`src/rtl/deq_pkg.sv`:
```
// shared constants, types and ring arithmetic for the double-ended queue
package deq_pkg;

  localparam int unsigned Depth     = 16;
  localparam int unsigned DataWidth = 32;
  localparam int unsigned PtrW      = $clog2(Depth);
  localparam int unsigned CntW      = $clog2(Depth + 1);

  localparam int unsigned OpW       = 3;
  localparam int unsigned PushW     = 32;
  localparam int unsigned PopW      = 32;
  localparam int unsigned StatusW   = 2;
  localparam int unsigned CountOutW = 5;
  localparam int unsigned InDataW   = 40;
  localparam int unsigned OutDataW  = 40;

  typedef logic [PtrW-1:0]      ptr_t;
  typedef logic [CntW-1:0]      cnt_t;
  typedef logic [DataWidth-1:0] word_t;
  typedef logic [OpW-1:0]       op_t;
  typedef logic [StatusW-1:0]   status_t;

  localparam op_t OpPushFront = 3'd0;
  localparam op_t OpPushBack  = 3'd1;
  localparam op_t OpPopFront  = 3'd2;
  localparam op_t OpPopBack   = 3'd3;
  localparam op_t OpClear     = 3'd4;

  localparam status_t StOk    = 2'd0;
  localparam status_t StEmpty = 2'd1;
  localparam status_t StFull  = 2'd2;

  // controller to datapath
  typedef struct packed {
    logic capture;  // take the input beat and start the slot read
    logic execute;  // apply the operation and load the result register
  } dp_cmd_t;

  // datapath to controller
  typedef struct packed {
    logic out_free;  // result register can take a new result this cycle
  } dp_sts_t;

  // base + off wrapped into the ring, off below Depth
  function automatic ptr_t ring_add(input ptr_t base, input cnt_t off);
    logic [CntW:0] sum;
    sum = {1'b0, CntW'(base)} + {1'b0, off};
    if (sum >= (CntW + 1)'(Depth)) begin
      sum = sum - (CntW + 1)'(Depth);
    end
    return PtrW'(sum);
  endfunction

  // one slot toward the front, wrapping below zero
  function automatic ptr_t ring_dec(input ptr_t base);
    ptr_t res;
    if (base == '0) begin
      res = PtrW'(Depth - 1);
    end else begin
      res = base - ptr_t'(1);
    end
    return res;
  endfunction

endpackage

```
`src/rtl/deq_ctrl.sv`:
```
// sequencing of one operation: accept a beat, then commit it once the result register is free
module deq_ctrl (
  input  logic              clk_i,
  input  logic              rst_ni,
  input  logic              in_valid_i,
  output logic              in_ready_o,
  input  deq_pkg::dp_sts_t  sts_i,
  output deq_pkg::dp_cmd_t  cmd_o
);
  import deq_pkg::*;

  localparam logic StIdle = 1'b0;
  localparam logic StExec = 1'b1;

  logic state_q, state_d;

  assign in_ready_o    = (state_q == StIdle);
  assign cmd_o.capture = in_valid_i && (state_q == StIdle);
  assign cmd_o.execute = (state_q == StExec) && sts_i.out_free;

  always_comb begin
    state_d = state_q;
    unique case (state_q)
      StIdle: begin
        if (in_valid_i) begin
          state_d = StExec;
        end
      end
      StExec: begin
        if (sts_i.out_free) begin
          state_d = StIdle;
        end
      end
      default: state_d = StIdle;
    endcase
  end

  always_ff @(posedge clk_i or negedge rst_ni) begin
    if (!rst_ni) begin
      state_q <= StIdle;
    end else begin
      state_q <= state_d;
    end
  end

endmodule

```
`src/rtl/deq_datapath.sv`:
```
// slot memory, head and count registers, operation decode and result register
module deq_datapath (
  input  logic                              clk_i,
  input  logic                              rst_ni,
  input  deq_pkg::dp_cmd_t                  cmd_i,
  output deq_pkg::dp_sts_t                  sts_o,
  input  deq_pkg::op_t                      opcode_i,
  input  logic signed [deq_pkg::PushW-1:0]  push_value_i,
  input  logic                              out_ready_i,
  output logic                              out_valid_o,
  output logic signed [deq_pkg::PopW-1:0]   pop_value_o,
  output deq_pkg::status_t                  status_o,
  output logic [deq_pkg::CountOutW-1:0]     count_after_o
);
  import deq_pkg::*;

  word_t slots_q [Depth];

  ptr_t    head_q, head_d;
  cnt_t    count_q, count_d;
  op_t     op_q;
  word_t   word_q;
  word_t   rd_data_q;
  ptr_t    rd_addr;
  ptr_t    wr_addr;
  logic    wr_en;
  logic    full;
  logic    empty;
  word_t   popped;
  status_t status;

  logic                 out_valid_q, out_valid_d;
  logic [PopW-1:0]      pop_q;
  status_t              status_q;
  logic [CountOutW-1:0] count_out_q;

  assign full  = (count_q == cnt_t'(Depth));
  assign empty = (count_q == '0);

  // the slot a pop needs is known from head and count at the accepting edge
  always_comb begin
    rd_addr = head_q;
    if (opcode_i == OpPopBack && !empty) begin
      rd_addr = ring_add(head_q, count_q - cnt_t'(1));
    end
  end

  always_comb begin
    head_d  = head_q;
    count_d = count_q;
    wr_en   = 1'b0;
    wr_addr = head_q;
    popped  = '0;
    status  = StOk;
    unique case (op_q)
      OpPushFront: begin
        if (full) begin
          status = StFull;
        end else begin
          head_d  = ring_dec(head_q);
          wr_addr = ring_dec(head_q);
          wr_en   = 1'b1;
          count_d = count_q + cnt_t'(1);
        end
      end
      OpPushBack: begin
        if (full) begin
          status = StFull;
        end else begin
          wr_addr = ring_add(head_q, count_q);
          wr_en   = 1'b1;
          count_d = count_q + cnt_t'(1);
        end
      end
      OpPopFront: begin
        if (empty) begin
          status = StEmpty;
        end else begin
          popped  = rd_data_q;
          head_d  = ring_add(head_q, cnt_t'(1));
          count_d = count_q - cnt_t'(1);
        end
      end
      OpPopBack: begin
        if (empty) begin
          status = StEmpty;
        end else begin
          popped  = rd_data_q;
          count_d = count_q - cnt_t'(1);
        end
      end
      OpClear: begin
        head_d  = '0;
        count_d = '0;
      end
      default: ;
    endcase
  end

  assign sts_o.out_free = !out_valid_q || out_ready_i;

  always_comb begin
    out_valid_d = out_valid_q;
    if (cmd_i.execute) begin
      out_valid_d = 1'b1;
    end else if (out_ready_i) begin
      out_valid_d = 1'b0;
    end
  end

  always_ff @(posedge clk_i) begin
    if (cmd_i.capture) begin
      rd_data_q <= slots_q[rd_addr];
    end
  end

  always_ff @(posedge clk_i) begin
    if (cmd_i.execute && wr_en) begin
      slots_q[wr_addr] <= word_q;
    end
  end

  always_ff @(posedge clk_i) begin
    if (cmd_i.capture) begin
      op_q   <= opcode_i;
      word_q <= DataWidth'(push_value_i);
    end
    if (cmd_i.execute) begin
      pop_q       <= PopW'(popped);
      status_q    <= status;
      count_out_q <= CountOutW'(count_d);
    end
  end

  always_ff @(posedge clk_i or negedge rst_ni) begin
    if (!rst_ni) begin
      head_q      <= '0;
      count_q     <= '0;
      out_valid_q <= 1'b0;
    end else begin
      out_valid_q <= out_valid_d;
      if (cmd_i.execute) begin
        head_q  <= head_d;
        count_q <= count_d;
      end
    end
  end

  assign out_valid_o   = out_valid_q;
  assign pop_value_o   = pop_q;
  assign status_o      = status_q;
  assign count_after_o = count_out_q;

endmodule

```
`src/rtl/double_ended_queue.sv`:
```
// top level of the double-ended queue: stream ports, controller and datapath
//
// Input stream (s_axis): each beat carries an opcode (push front, push back,
// pop front, pop back, clear) and a signed 32-bit push value. Output stream
// (m_axis): exactly one beat per input beat, in order, with the popped word,
// a status (ok, pop on empty, push on full dropped) and the entry count after
// the operation. The queue holds up to 16 words in a ring of slots.
// An item is handled in order: the accepting edge starts the registered slot read
// of the single-read-port memory, and the edge at which the output register is
// free commits the operation and loads the output register; no new beat is
// taken before the previous one has been committed.
// A new beat is accepted while the previous result still waits in the output
// register; if the receiver holds m_axis_tready_i low, the following beat is
// held in the datapath and tready drops until the output register frees up.
// Reset empties the queue (head and count to zero) and clears m_axis_tvalid_o;
// no clearing pass is needed.
module double_ended_queue (
  input  logic                            clk_i,
  input  logic                            rst_ni,
  input  logic                            s_axis_tvalid_i,
  output logic                            s_axis_tready_o,
  // [2:0] opcode, [34:3] push_value, [39:35] zero
  input  logic [deq_pkg::InDataW-1:0]     s_axis_tdata_i,
  output logic                            m_axis_tvalid_o,
  input  logic                            m_axis_tready_i,
  // [31:0] pop_value, [33:32] status, [38:34] count_after, [39] zero
  output logic [deq_pkg::OutDataW-1:0]    m_axis_tdata_o
);
  import deq_pkg::*;

  dp_cmd_t              cmd;
  dp_sts_t              sts;
  logic signed [PopW-1:0] pop_value;
  status_t              status;
  logic [CountOutW-1:0] count_after;

  deq_ctrl u_ctrl (
    .clk_i      (clk_i),
    .rst_ni     (rst_ni),
    .in_valid_i (s_axis_tvalid_i),
    .in_ready_o (s_axis_tready_o),
    .sts_i      (sts),
    .cmd_o      (cmd)
  );

  deq_datapath u_datapath (
    .clk_i         (clk_i),
    .rst_ni        (rst_ni),
    .cmd_i         (cmd),
    .sts_o         (sts),
    .opcode_i      (s_axis_tdata_i[OpW-1:0]),
    .push_value_i  (s_axis_tdata_i[OpW+PushW-1:OpW]),
    .out_ready_i   (m_axis_tready_i),
    .out_valid_o   (m_axis_tvalid_o),
    .pop_value_o   (pop_value),
    .status_o      (status),
    .count_after_o (count_after)
  );

  assign m_axis_tdata_o = {{(OutDataW - PopW - StatusW - CountOutW){1'b0}},
                           count_after, status, pop_value};

  // a beat taken leaves the input closed for the commit cycle
  assert property (@(posedge clk_i) disable iff (!rst_ni)
    s_axis_tvalid_i && s_axis_tready_o |=> !s_axis_tready_o)
    else $error("input accepted on two consecutive cycles");

  // an empty report always comes with an empty queue
  assert property (@(posedge clk_i) disable iff (!rst_ni)
    m_axis_tvalid_o && status == StEmpty |-> count_after == '0)
    else $error("empty status with nonzero count");

  // a dropped push only happens on a full queue
  assert property (@(posedge clk_i) disable iff (!rst_ni)
    m_axis_tvalid_o && status == StFull |-> count_after == CountOutW'(Depth))
    else $error("full status with count below depth");

  // count never runs past the ring size
  assert property (@(posedge clk_i) disable iff (!rst_ni)
    m_axis_tvalid_o |-> count_after <= CountOutW'(Depth))
    else $error("count above depth");

endmodule
```
`config.mk`:
```
export PLATFORM = sky130hd
export DESIGN_NAME = double_ended_queue
export DESIGN_NICKNAME = d
export VERILOG_FILES = /design/src/rtl/deq_pkg.sv /design/src/rtl/deq_ctrl.sv /design/src/rtl/deq_datapath.sv /design/src/rtl/double_ended_queue.sv
export SDC_FILE = /design/constraint.sdc
export NUM_CORES = 1
export LEC_CHECK = 0
export ABC_AREA = 1
export BUFFER_PORTS_ARGS = -buffer_cell sky130_fd_sc_hd__buf_2
export CAP_MARGIN = 40
export CORE_UTILIZATION = 55
export CTS_BUF_LIST = sky130_fd_sc_hd__clkbuf_8
export CTS_CLUSTER_SIZE = 10
export DETAILED_ROUTE_END_ITERATION = 6
export HOLD_SLACK_MARGIN = 0.05
export MAX_ROUTING_LAYER = met4
export PLACE_DENSITY = 0.74
export SETUP_SLACK_MARGIN = 0.15
export SLEW_MARGIN = 5
export SYNTH_ARGS = -nofsm -noshare
export SYNTH_HDL_FRONTEND = slang
export SYNTH_HIERARCHICAL = 1
export SYNTH_SLANG_ARGS = --single-unit
```
`constraint.sdc`:
```
create_clock -name clk_i -period 5.8 [get_ports clk_i]
set_clock_uncertainty 0.2 [all_clocks]
set_input_delay 0.87 -clock clk_i [delete_from_list [all_inputs] [get_ports clk_i]]
set_output_delay 0.87 -clock clk_i [all_outputs]
set_load 0.03 [all_outputs]
```
==> reports/qor.yml <==
status: "completed"
cp_max_fo: 17
synthAdderAreaFrac: 0.00602
avgViaCountPerCell: 5.49
syn_to_final_growth_pct: 11.3
hold_viol: 0
synth-seq-cells: 629
die_h_um: 225
dp_slack_ns: 1.75
wl_per_cell_um: 19.9
slew_violations: 0
synthXorXnorAreaFrac: 0.00192
cts-resized-gates: 0
synth_mux_area_frac: 0
postCtsSetupBuffers: 0
ir_worst_vdd_mv: 0.395
mostFrequentLayoutCells: "nand3_1 (627), edfxtp_1 (618), inv_1 (603)"
fin_util: 0.622
die-area_um2: 50700
grt_pass1_wl_um: 103000
clock_sinks: 629
min_period_over_period: 0.712
clock_latency_ns: 0.70
p_leak_nw: 13.2
cts.path.max_buffers: 3
setup_viol: 0
synthFlopType: "edfxtp_1"
dieWidth_um: 225
slowest_stage: "nor2_4"
synth-async-reset-ratio: 0.0175
core_area_um2: 49100
cts_tree: "yes"
worstSetupPathType: "flip-flop to flip-flop"
drv_cap: 0
p_sw_frac: 0.378
worstPathRequired_ns: 5.95
antenna_cells: 0
antenna_found_initial: 1
ys_seq_area_frac: 0.687
multi_input_area_um2: 5830
hold_buffers: 1
clkPwrFrac: 0.255
io_buffers: 79
ff_latch_area_um2: 18800
fmax_mhz: 242
mostFrequentLayoutCell: "nand3_1"
fin_ws_ns: 1.67
slowest_delay_ns: 0.81
syn_area_per_cell_um2: 10.8
worst_pin_slew_ns: 0.931
cts-htree-levels: 3
grt_start_max_net_pins: 108
synth-edff-count: 618
combPwrFrac: 0.341
syn_nets: 2603
synthesis.instances: 2547
drc_errors: 0
fin_crit_ns: 4.13
dr.pass1.iters: 6
track_usage: 0.281
switching_power_mw: 5.27
powerDensity_nw_per_um2: 457
worstSetupEndpointType: "flip-flop"
synthTopCellsByArea: "edfxtp_1 (68%), nand3_1 (11%), inv_1 (7.9%)"
worstPathArrival_ns: 4.28
start_kind: "flip-flop"
rows: 81
grt_overflow: 0
drive_above_1_share: 0.105
crit_chain: "inv_1 -> ha_1 -> nand3_2 -> clkinv_1 -> o21ai_0 -> nand2_1 -> a21oi_1 -> nand3_1 -> nor2_4 -> buf_4"
synth_warnings: 6
power.internal_mw: 8.66
ant_nets: 0
routed_wl_um: 67500
p_seq_frac: 0.404
hold_depth: 1
hold_class: "input pin to flip-flop"
maxSlewHeadroom: 0.379
start_util: 0.559
synth_top_cell_area_share: 0.677
yosys.area.top_type: "edfxtp_1"
yosys.area_share.simple: 0.189
vias: 18600
hold_ws_ns: 0.150
grt_pass1_vias: 18200
drt_iter0_drc: 2241
reg2regPathDepth: 10
rrSetupSlack_ns: 1.67
io_pins: 86
rsz0062_at_grt: "no"
cts_buffers: 101
synth_top_family_by_area: "simple AND/OR/NAND/NOR gates"
fin_tns_setup_ns: 0
syn-cell-area_um2: 27400
synth-compound-area-share: 0.00885
fill_cells: 3711
yosysUniqueCellTypes: 37
final_nets: 2706
place_congestion: 0.850
clk_pin_slew_ns: 0.06
cts_root_buf: "clkbuf_8"
hpwlAfterDp_um: 36200
-- cell usage after synthesis, drive strengths merged (2+ instances only) --
cell type,number
xor2,5
buf,108
dfrtp,11
o211ai,6
nor2,64
a21oi,11
o21ai,16
nor3,2
inv,579
a22oi,4
fa,2
ha,10
nand3,631
edfxtp,618
clkbuf,18
nand2,451
-- routing by layer --
metal | up-vias | global-route usage | part of all wire
li1 | 8573 | - | -
met3 | 188 | 0.0499 | 0.097
met5 | - | - | 0
met2 | 1022 | 0.441 | 0.48
met1 | 8842 | 0.361 | 0.39
met4 | 0 | 0.120 | 0.033
-- flip-flops by register name, indices dropped and copies added (netlist names) --
register / cells
u_datapath/slots_q: 512
u_datapath/out_valid_o: 1
u_datapath/head_q: 4
u_datapath/count_q: 5
u_datapath/op_q: 3
u_datapath/count_after_o: 5
u_datapath/status_o: 2
u_datapath/rd_data_q: 32
u_datapath/word_q: 32
u_datapath/pop_value_o: 32
u_ctrl/state_q: 1
-- path summary, 6_finish.rpt --
kind,endpoint,startpoint
hold / removal,u_datapath/word_q[15]$_DFFE_PP_,s_axis_tdata_i[18]
min in group asynchronous,u_datapath/count_q[4]$_DFFE_PN0P_,rst_ni
hold reg to reg,u_datapath/out_valid_o$_DFFE_PN0P_,u_datapath/out_valid_o$_DFFE_PN0P_
setup reg to reg,u_datapath/slots_q[4][2]$_DFFE_PP_,u_datapath/count_q[0]$_DFFE_PN0P_
max in group asynchronous,u_datapath/head_q[0]$_DFFE_PN0P_,rst_ni
setup / recovery,u_datapath/slots_q[4][2]$_DFFE_PP_,u_datapath/count_q[0]$_DFFE_PN0P_
-- power by group through the flow --
stage / Clock, mW / Sequential (mW) / Combinational (mW)
after CTS: 3.60 / 5.63 / 4.69
final: 3.55 / 5.63 / 4.75
after global placement: 0 / 5.71 / 4.43
after detailed placement: 0 / 5.72 / 4.67
after global routing: 3.78 / 5.66 / 5.21
after floorplan: 0 / 5.74 / 3.27
-- per-stage QoR --
stage,instance area (µm²),std cells,power [mW]
after floorplan,27400,2547,9.02
after global routing,30500,3394,14.7
after CTS,30500,3394,13.9
final,30500,3394,13.9
after global placement,28400,3200,10.1
after detailed placement,28600,3210,10.4
-- cell families after synthesis --
group | count (synthesis)
compound gates | 41
xor+xnor | 6
fa+ha+maj | 12
buf+inv | 706
flops | 629
other cells | 1
simple gates | 1152
-- worst max-delay path: cells and delay by family (launching register included) --
kind                       cells  cell delay, ns
and+or+nand+nor                4            1.50
buffers and inverters          3            0.85
AOI/OAI and AO/OA              2            0.47
DFF                            1            0.42
adders and majority gates      1            0.33
-- area by class of cell --
| class | count | area share |
|---|---|---|
| clock inverters | 79 | 0.0143 |
| clock buffers | 104 | 0.0469 |
| multi-input cells | 1212 | 0.191 |
| repair buffers | 126 | 0.0317 |
| flip-flops and latches | 629 | 0.617 |
| inverters | 580 | 0.0715 |
| well taps | 664 | 0.0272 |
Power figures use the tool's default switching activity.
